===== src/hdl/ekc_pkg.sv =====
// ----------------------------------------------------------------------------
// ekc_pkg: shared types and constants of the EAPOL-Key frame classifier
// Holds the verdict codes, the SNAP header pattern and the frame summary that
// passes from the byte parser to the verdict logic.
// ----------------------------------------------------------------------------
package ekc_pkg;

  typedef logic [2:0] verdict_t;

  localparam verdict_t VERDICT_NOT_DATA  = 3'd0;
  localparam verdict_t VERDICT_NO_SNAP   = 3'd1;
  localparam verdict_t VERDICT_NOT_KEY   = 3'd2;
  localparam verdict_t VERDICT_UNKNOWN   = 3'd3;
  localparam verdict_t VERDICT_HANDSHAKE = 3'd4;

  typedef logic [2:0] msg_num_t;

  localparam msg_num_t MSG_NONE = 3'd0;
  localparam msg_num_t MSG_1    = 3'd1;
  localparam msg_num_t MSG_2    = 3'd2;
  localparam msg_num_t MSG_3    = 3'd3;
  localparam msg_num_t MSG_4    = 3'd4;

  localparam logic [5:0] BODY_START_BASE = 6'd24;
  localparam logic [5:0] BODY_START_4ADDR = 6'd6;
  localparam logic [5:0] BODY_START_QOS = 6'd2;
  localparam logic [5:0] SNAP_BYTES = 6'd8;
  localparam logic [5:0] KIND_OFFSET = 6'd9;
  localparam logic [5:0] KEY_HI_OFFSET = 6'd13;
  localparam logic [5:0] KEY_LO_OFFSET = 6'd14;

  localparam logic [7:0] EAPOL_KEY_KIND = 8'd3;
  localparam int unsigned MIN_DATA_LEN = 28;
  localparam int unsigned MIN_EAPOL_LEN = 4;
  localparam int unsigned MIN_KEY_LEN = 99;
  localparam int unsigned EAPOL_CLAMP = 512;

  // LLC/SNAP header announcing an EAPOL payload (ethertype 0x888E).
  function automatic logic [7:0] snap_byte(input logic [2:0] idx);
    logic [7:0] val;
    unique case (idx)
      3'd0: val = 8'hAA;
      3'd1: val = 8'hAA;
      3'd2: val = 8'h03;
      3'd3: val = 8'h00;
      3'd4: val = 8'h00;
      3'd5: val = 8'h00;
      3'd6: val = 8'h88;
      3'd7: val = 8'h8E;
      default: val = 8'h00;
    endcase
    return val;
  endfunction

  // What the parser has gathered of one frame by the time of its last byte.
  typedef struct packed {
    logic        data_seen;
    logic [5:0]  body_start;
    logic        snap_ok;
    logic [7:0]  kind;
    logic [15:0] key_info;
    logic [47:0] rx_mac;
    logic [47:0] tx_mac;
  } frame_sum_t;

  typedef struct packed {
    verdict_t    verdict;
    msg_num_t    msg_num;
    logic [47:0] ap_addr;
    logic [47:0] sta_addr;
    logic [9:0]  eapol_len;
  } result_t;

endpackage


===== src/hdl/wifi_eapol_key_frame_classifier.sv =====
// ----------------------------------------------------------------------------
// wifi_eapol_key_frame_classifier: EAPOL-Key handshake message classifier
// Parses received 802.11 frames byte by byte and gives one verdict per frame.
//
//   Channel | Direction | Carries
//   in_     | slave     | one frame byte per request, tuser = data frame flag
//   out_    | master    | one verdict per frame, after the frame's last byte
//
// One byte is accepted in every cycle. A byte passes the input register, then
// the parser and verdict logic into the result register, from which the
// frame's verdict is shown once its last byte has passed. Only the result
// register can stall the input, and only when a last byte meets a full one.
// Reset (rst_n low, synchronous) empties both registers and the frame state.
// ----------------------------------------------------------------------------
module wifi_eapol_key_frame_classifier #(
  parameter int unsigned MAX_FRAME_BYTES = 8191
) (
  input  logic         clk,
  input  logic         rst_n,
  input  logic         in_tvalid,
  output logic         in_tready,
  input  logic [7:0]   in_tdata,   // [7:0] frame_byte
  input  logic         in_tuser,   // [0] is_data_frame
  input  logic         in_tlast,
  output logic         out_tvalid,
  input  logic         out_tready,
  output logic [111:0] out_tdata,  // [2:0] message_number, [50:3] ap_address,
                                   // [98:51] station_address,
                                   // [108:99] eapol_length, rest zero
  output logic [2:0]   out_tuser   // [2:0] verdict
);

  localparam int unsigned POS_W = $clog2(MAX_FRAME_BYTES + 1);
  localparam int unsigned LEN_RAW_W = $clog2(MAX_FRAME_BYTES + 2);
  localparam int unsigned LEN_W = (LEN_RAW_W > 10) ? LEN_RAW_W : 10;

  logic                out_valid_r;
  ekc_pkg::result_t    res_r;
  ekc_pkg::result_t    res_nxt;
  logic                out_free;
  logic                frame_done;
  logic [LEN_W-1:0]    frame_len;
  ekc_pkg::frame_sum_t frame_sum;

  assign out_free = !out_valid_r || out_tready;

  ekc_parser #(
    .MAX_FRAME_BYTES (MAX_FRAME_BYTES),
    .POS_W           (POS_W),
    .LEN_W           (LEN_W)
  ) u_parser (
    .clk        (clk),
    .rst_n      (rst_n),
    .in_tvalid  (in_tvalid),
    .in_tready  (in_tready),
    .in_tdata   (in_tdata),
    .in_tuser   (in_tuser),
    .in_tlast   (in_tlast),
    .out_free   (out_free),
    .frame_done (frame_done),
    .frame_len  (frame_len),
    .frame_sum  (frame_sum)
  );

  ekc_judge #(
    .LEN_W (LEN_W)
  ) u_judge (
    .frame_len (frame_len),
    .frame_sum (frame_sum),
    .result    (res_nxt)
  );

  always_ff @(posedge clk) begin
    if (!rst_n) begin
      out_valid_r <= 1'b0;
    end else if (frame_done) begin
      out_valid_r <= 1'b1;
    end else if (out_tready) begin
      out_valid_r <= 1'b0;
    end
  end

  always_ff @(posedge clk) begin
    if (frame_done) begin
      res_r <= res_nxt;
    end
  end

  assign out_tvalid = out_valid_r;
  assign out_tuser  = res_r.verdict;
  assign out_tdata  = {3'b000, res_r.eapol_len, res_r.sta_addr, res_r.ap_addr,
                       res_r.msg_num};

endmodule


===== src/hdl/ekc_parser.sv =====
// ----------------------------------------------------------------------------
// ekc_parser: input register and per-frame byte parser
// Registers each incoming byte, then walks the 802.11 header, captures the
// addresses and checks the LLC/SNAP and EAPOL fields as the bytes go by.
// ----------------------------------------------------------------------------
module ekc_parser #(
  parameter int unsigned MAX_FRAME_BYTES = 8191,
  parameter int unsigned POS_W = 13,
  parameter int unsigned LEN_W = 14
) (
  input  logic                clk,
  input  logic                rst_n,
  input  logic                in_tvalid,
  output logic                in_tready,
  input  logic [7:0]          in_tdata,
  input  logic                in_tuser,
  input  logic                in_tlast,
  input  logic                out_free,
  output logic                frame_done,
  output logic [LEN_W-1:0]    frame_len,
  output ekc_pkg::frame_sum_t frame_sum
);

  logic             valid_r;
  logic [7:0]       byte_r;
  logic             data_r;
  logic             last_r;
  logic             adv;

  logic [POS_W-1:0] pos_r, pos_nxt;
  logic [7:0]       fc_lo_r, fc_lo_nxt;
  logic [7:0]       fc_hi_r, fc_hi_nxt;
  logic [47:0]      rx_r, rx_nxt;
  logic [47:0]      tx_r, tx_nxt;
  logic [5:0]       bs_r, bs_nxt;
  logic             snap_r, snap_nxt;
  logic [7:0]       kind_r, kind_nxt;
  logic [15:0]      key_r, key_nxt;
  logic             seen_r, seen_nxt;

  logic [POS_W-1:0] bs_w;
  logic [2:0]       rel;

  // A byte that does not end a frame never waits for the result side.
  assign adv       = valid_r && (!last_r || out_free);
  assign in_tready = !valid_r || adv;

  always_ff @(posedge clk) begin
    if (!rst_n) begin
      valid_r <= 1'b0;
    end else if (in_tready) begin
      valid_r <= in_tvalid;
    end
  end

  always_ff @(posedge clk) begin
    if (in_tready && in_tvalid) begin
      byte_r <= in_tdata;
      data_r <= in_tuser;
      last_r <= in_tlast;
    end
  end

  assign bs_w = POS_W'(bs_r);
  assign rel  = pos_r[2:0] - bs_r[2:0];

  always_comb begin
    logic [5:0] s;
    fc_lo_nxt = fc_lo_r;
    fc_hi_nxt = fc_hi_r;
    rx_nxt    = rx_r;
    tx_nxt    = tx_r;
    bs_nxt    = bs_r;
    snap_nxt  = snap_r;
    kind_nxt  = kind_r;
    key_nxt   = key_r;
    seen_nxt  = seen_r;
    s         = ekc_pkg::BODY_START_BASE;

    if (pos_r == POS_W'(0)) begin
      fc_lo_nxt = byte_r;
      seen_nxt  = data_r;
    end else if (pos_r == POS_W'(1)) begin
      fc_hi_nxt = byte_r;
      if (byte_r[1:0] == 2'b11) begin
        s = s + ekc_pkg::BODY_START_4ADDR;
      end
      // QoS test as the frame format is coded here: both bits of byte 0.
      if (fc_lo_r[7] && fc_lo_r[3]) begin
        s = s + ekc_pkg::BODY_START_QOS;
      end
      bs_nxt = s;
    end

    if (pos_r >= POS_W'(4) && pos_r < POS_W'(10)) begin
      rx_nxt = {rx_r[39:0], byte_r};
    end else if (pos_r >= POS_W'(10) && pos_r < POS_W'(16)) begin
      tx_nxt = {tx_r[39:0], byte_r};
    end

    if (pos_r == bs_w) begin
      snap_nxt = (byte_r == ekc_pkg::snap_byte(3'd0));
    end else if (pos_r > bs_w && pos_r < bs_w + POS_W'(ekc_pkg::SNAP_BYTES)) begin
      snap_nxt = snap_r && (byte_r == ekc_pkg::snap_byte(rel));
    end else if (pos_r == bs_w + POS_W'(ekc_pkg::KIND_OFFSET)) begin
      kind_nxt = byte_r;
    end else if (pos_r == bs_w + POS_W'(ekc_pkg::KEY_HI_OFFSET)) begin
      key_nxt = {byte_r, key_r[7:0]};
    end else if (pos_r == bs_w + POS_W'(ekc_pkg::KEY_LO_OFFSET)) begin
      key_nxt = {key_r[15:8], byte_r};
    end

    if (pos_r < POS_W'(MAX_FRAME_BYTES)) begin
      pos_nxt = pos_r + POS_W'(1);
    end else begin
      pos_nxt = pos_r;
    end
  end

  always_ff @(posedge clk) begin
    if (!rst_n) begin
      pos_r   <= '0;
      fc_lo_r <= '0;
      fc_hi_r <= '0;
      rx_r    <= '0;
      tx_r    <= '0;
      bs_r    <= ekc_pkg::BODY_START_BASE;
      snap_r  <= 1'b0;
      kind_r  <= '0;
      key_r   <= '0;
      seen_r  <= 1'b0;
    end else if (adv) begin
      if (last_r) begin
        pos_r   <= '0;
        fc_lo_r <= '0;
        fc_hi_r <= '0;
        rx_r    <= '0;
        tx_r    <= '0;
        bs_r    <= ekc_pkg::BODY_START_BASE;
        snap_r  <= 1'b0;
        kind_r  <= '0;
        key_r   <= '0;
        seen_r  <= 1'b0;
      end else begin
        pos_r   <= pos_nxt;
        fc_lo_r <= fc_lo_nxt;
        fc_hi_r <= fc_hi_nxt;
        rx_r    <= rx_nxt;
        tx_r    <= tx_nxt;
        bs_r    <= bs_nxt;
        snap_r  <= snap_nxt;
        kind_r  <= kind_nxt;
        key_r   <= key_nxt;
        seen_r  <= seen_nxt;
      end
    end
  end

  assign frame_done = adv && last_r;
  assign frame_len  = LEN_W'(pos_r) + LEN_W'(1);

  always_comb begin
    frame_sum.data_seen  = seen_nxt;
    frame_sum.body_start = bs_nxt;
    frame_sum.snap_ok    = snap_nxt;
    frame_sum.kind       = kind_nxt;
    frame_sum.key_info   = key_nxt;
    frame_sum.rx_mac     = rx_nxt;
    frame_sum.tx_mac     = tx_nxt;
  end

endmodule


===== src/hdl/ekc_judge.sv =====
// ----------------------------------------------------------------------------
// ekc_judge: end-of-frame verdict logic
// Turns the gathered frame summary and the frame length into the verdict,
// the handshake message number, the role of each address and the length.
// ----------------------------------------------------------------------------
module ekc_judge #(
  parameter int unsigned LEN_W = 14
) (
  input  logic [LEN_W-1:0]    frame_len,
  input  ekc_pkg::frame_sum_t frame_sum,
  output ekc_pkg::result_t    result
);

  logic [LEN_W-1:0] body_end;
  logic [LEN_W-1:0] elen;
  logic             ack, mic, inst, sec;
  ekc_pkg::msg_num_t msg;

  assign body_end = LEN_W'(frame_sum.body_start) + LEN_W'(ekc_pkg::SNAP_BYTES);
  assign elen     = frame_len - body_end;

  assign inst = frame_sum.key_info[6];
  assign ack  = frame_sum.key_info[7];
  assign mic  = frame_sum.key_info[8];
  assign sec  = frame_sum.key_info[9];

  always_comb begin
    priority if (ack && !mic) begin
      msg = ekc_pkg::MSG_1;
    end else if (!ack && mic && !inst) begin
      msg = ekc_pkg::MSG_2;
    end else if (ack && mic && inst) begin
      msg = ekc_pkg::MSG_3;
    end else if (!ack && mic && sec) begin
      msg = ekc_pkg::MSG_4;
    end else begin
      msg = ekc_pkg::MSG_NONE;
    end
  end

  always_comb begin
    result.verdict   = ekc_pkg::VERDICT_NOT_DATA;
    result.msg_num   = ekc_pkg::MSG_NONE;
    result.ap_addr   = '0;
    result.sta_addr  = '0;
    result.eapol_len = '0;
    priority if (!frame_sum.data_seen || frame_len < LEN_W'(ekc_pkg::MIN_DATA_LEN)) begin
      result.verdict = ekc_pkg::VERDICT_NOT_DATA;
    end else if (body_end > frame_len || !frame_sum.snap_ok) begin
      result.verdict = ekc_pkg::VERDICT_NO_SNAP;
    end else if (elen < LEN_W'(ekc_pkg::MIN_EAPOL_LEN)
                 || frame_sum.kind != ekc_pkg::EAPOL_KEY_KIND
                 || elen < LEN_W'(ekc_pkg::MIN_KEY_LEN)) begin
      result.verdict = ekc_pkg::VERDICT_NOT_KEY;
    end else if (msg == ekc_pkg::MSG_NONE) begin
      result.verdict = ekc_pkg::VERDICT_UNKNOWN;
    end else begin
      result.verdict = ekc_pkg::VERDICT_HANDSHAKE;
      result.msg_num = msg;
      // The access point sends messages 1 and 3 and receives 2 and 4.
      if (msg == ekc_pkg::MSG_1 || msg == ekc_pkg::MSG_3) begin
        result.ap_addr  = frame_sum.tx_mac;
        result.sta_addr = frame_sum.rx_mac;
      end else begin
        result.ap_addr  = frame_sum.rx_mac;
        result.sta_addr = frame_sum.tx_mac;
      end
      if (elen > LEN_W'(ekc_pkg::EAPOL_CLAMP)) begin
        result.eapol_len = 10'(ekc_pkg::EAPOL_CLAMP);
      end else begin
        result.eapol_len = elen[9:0];
      end
    end
  end

endmodule

===== config.mk =====
export PLATFORM = sky130hd
export DESIGN_NAME = wifi_eapol_key_frame_classifier
export DESIGN_NICKNAME = d
export VERILOG_FILES = /design/src/hdl/ekc_pkg.sv /design/src/hdl/wifi_eapol_key_frame_classifier.sv /design/src/hdl/ekc_parser.sv /design/src/hdl/ekc_judge.sv
export SDC_FILE = /design/constraint.sdc
export NUM_CORES = 1
export LEC_CHECK = 0
export BUFFER_PORTS_ARGS = -buffer_cell sky130_fd_sc_hd__buf_2
export CORE_UTILIZATION = 60
export CTS_CLUSTER_SIZE = 24
export DETAILED_ROUTE_END_ITERATION = 6
export PLACE_DENSITY = 0.91
export REMOVE_ABC_BUFFERS = 1
export SLEW_MARGIN = 20
export SYNTH_ARGS = -nofsm -noshare
export SYNTH_HDL_FRONTEND = slang
export SYNTH_HIERARCHICAL = 1
export SYNTH_SLANG_ARGS = --single-unit

===== constraint.sdc =====
create_clock -name clk -period 5.85 [get_ports clk]
set_input_delay 0.2925 -clock clk [delete_from_list [all_inputs] [get_ports clk]]
set_output_delay 0.2925 -clock clk [all_outputs]
set_load 0.1 [all_outputs]

==> metrics.cfg <==
[status]
status = finished, final reports clean

[worst_setup_path]
worst_setup_path_end_kind = flip-flop
start_kind = flip-flop
arrival_ns = 5.79
path_class = flip-flop to flip-flop
slowest_stage = buf_4
crit_chain = or4_4 -> nand4b_1 -> nor4_1 -> buf_4 -> nor2_1 -> a21oi_1 -> ha_1 -> inv_1 -> ha_1 -> a21o_1 -> or2_2 -> or4_1 -> a32oi_1 -> nand4_2 -> o21ai_4 -> buf_4 -> a21oi_1
worstPathMaxFanout = 52
required_ns = 6.09
max_stage_delay_ns = 0.55
path_buf_inv = 3
crit_family = simple AND/OR/NAND/NOR gates

[synthesis]
syn-cell-area_um2 = 13200
synth_cells = 1315
yosysWarningCount = 6
avgSynthCellArea_um2 = 10.0

[sta]
final_max_slew_viol_count = 0
slew_headroom_pct = 29.0
max_freq_mhz = 180
final-setup-viol-count = 0
skew_ns = 0.0112
hold_violations = 0
fin_crit_sh_pct = 94.9
period_needed_ns = 5.55
final.setup.worst_slack_ns = 0.297
rsz0062_at_grt = false
worst_pin_slew_ns = 1.06

[grt]
grt_pass1_wl_um = 54000
grt_pass1_vias = 10700
grt_antenna_before_repair = 0
overflow = 0
grt_max_degree = 97
track_usage_pct = 30.2

[cts]
cts_sinks = 255
post-cts-setup-buffer-count = 0
cts-root-buf = clkbuf_16
htreeDepth = 1
clk_path_buf_depth = 3
clk_pin_slew_worst_paths_ns = 0.06
cts_tree = built
clock_latency_ns = 0.54
numCtsBuffers = 26

[finish]
layout_commonest_cell = nand2_1
fillers = 1423
stdcell_area_um2 = 14900
final_util_pct = 69.9
drive_gt1_share_pct = 22.4
nNetsFinal = 1444
n_antenna_cell = 0
final_cell_mix = nand2_1, dfxtp_1, buf_2, edfxtp_1, a21oi_1
syn2layout_area_growth_pct = 12.9

[floorplanning]
die_x_um = 150
rows = 53
die_h_um = 150
ioPinCount = 131
initial_core_util_pct = 61.9
core_area_um2 = 21300
die-area_um2 = 22600

[job]
maxCapViolCount = 0

[placed_design]
gp_routability_congestion = 0.929
dpl_worst_slack_ns = 0.456
dpl.hpwl_um = 20500
io_buffers = 127
place_area_um2 = 13900

[routing]
routedWlPerCell_um = 20.2
via_per_inst = 6.44
via_count = 10900
drt-initial-drc-count = 1138
antenna_left = 0
drc_errors = 0
drt-total-wl_um = 34200
first_pass_iters = 6

[power_and_ir_drop]
ir_drop_v = 0.000227
power_density_nw_per_um2 = 251
p_leak_nw = 5.91
total_power_mw = 3.74

[worst_hold_path]
min_path_type = primary input to flip-flop

==> path summary, 6_finish.rpt <==
check / startpoint / end / slack (ns) / cells past startpoint
setup / recovery: u_parser/pos_r[7]$_SDFFE_PN0P_ / out_tdata[30]$_DFFE_PP_ / 0.30 / 17
hold / removal: in_tvalid / u_parser/valid_r$_SDFFE_PN0N_ / 0.05 / 3
setup reg to reg: u_parser/pos_r[7]$_SDFFE_PN0P_ / out_tdata[30]$_DFFE_PP_ / 0.30 / 17
hold reg to reg: u_parser/seen_r$_SDFFE_PN0P_ / u_parser/seen_r$_SDFFE_PN0P_ / 0.47 / 2
==> routing by layer <==
metal  share of wire (%)  routed length [µm]  GRT usage, %
met1                  39               13300          38.5
met2                  48               16400          50.0
met3                 8.9                3040          4.24
met4                 4.4                1500          15.6
met5                   0                   0             0
==> sequential cells by signal, indices dropped and copies added, names as in the netlist <==
name / flops
out_tdata: 109
u_parser/rx_r: 48
u_parser/tx_r: 48
u_parser/pos_r: 13
u_parser/byte_r: 8
u_parser/kind_r: 8
u_parser/bs_r: 6
u_parser/key_r: 4
out_tuser: 3
u_parser/fc_lo_r: 2
out_tvalid: 1
u_parser/data_r: 1
u_parser/last_r: 1
u_parser/seen_r: 1
u_parser/snap_r: 1
u_parser/valid_r: 1
==> per-stage QoR <==
step | TNS (ns) | instances | hold WS, ns
after floorplan | -40.48 | 1216 | 0.391
after global placement | 0 | 1634 | 0.443
final | 0 | 1692 | 0.0475
after CTS | 0 | 1692 | 0.0363
after detailed placement | 0 | 1634 | 0.456
after global routing | 0 | 1692 | 0.0716
==> worst min-delay path: stages <==
cell      delay, ns
buf_2          0.09
inv_1          0.06
a21boi_0       0.07
==> timing repair <==
item,in CTS,in global routing
hold buffers,10,0
endpoints found under the setup margin,0,2
gates resized for setup,0,1
hold endpoints to repair,10,0
==> cell type report <==
class	count	area [µm²]	area share [%]
flip-flops and latches	255	6330	42.5
multi-input cells	914	6270	42.1
repair buffers	153	868	5.84
clock buffers	36	739	4.97
well taps	275	344	2.31
inverters	47	176	1.19
clock inverters	12	153	1.03
==> power breakdown <==
group	switching [mW]	internal, mW
Clock	0.699	1.02
Combinational	0.105	0.0297
Sequential	0.0135	1.87
(Power assumes the default switching activity.)
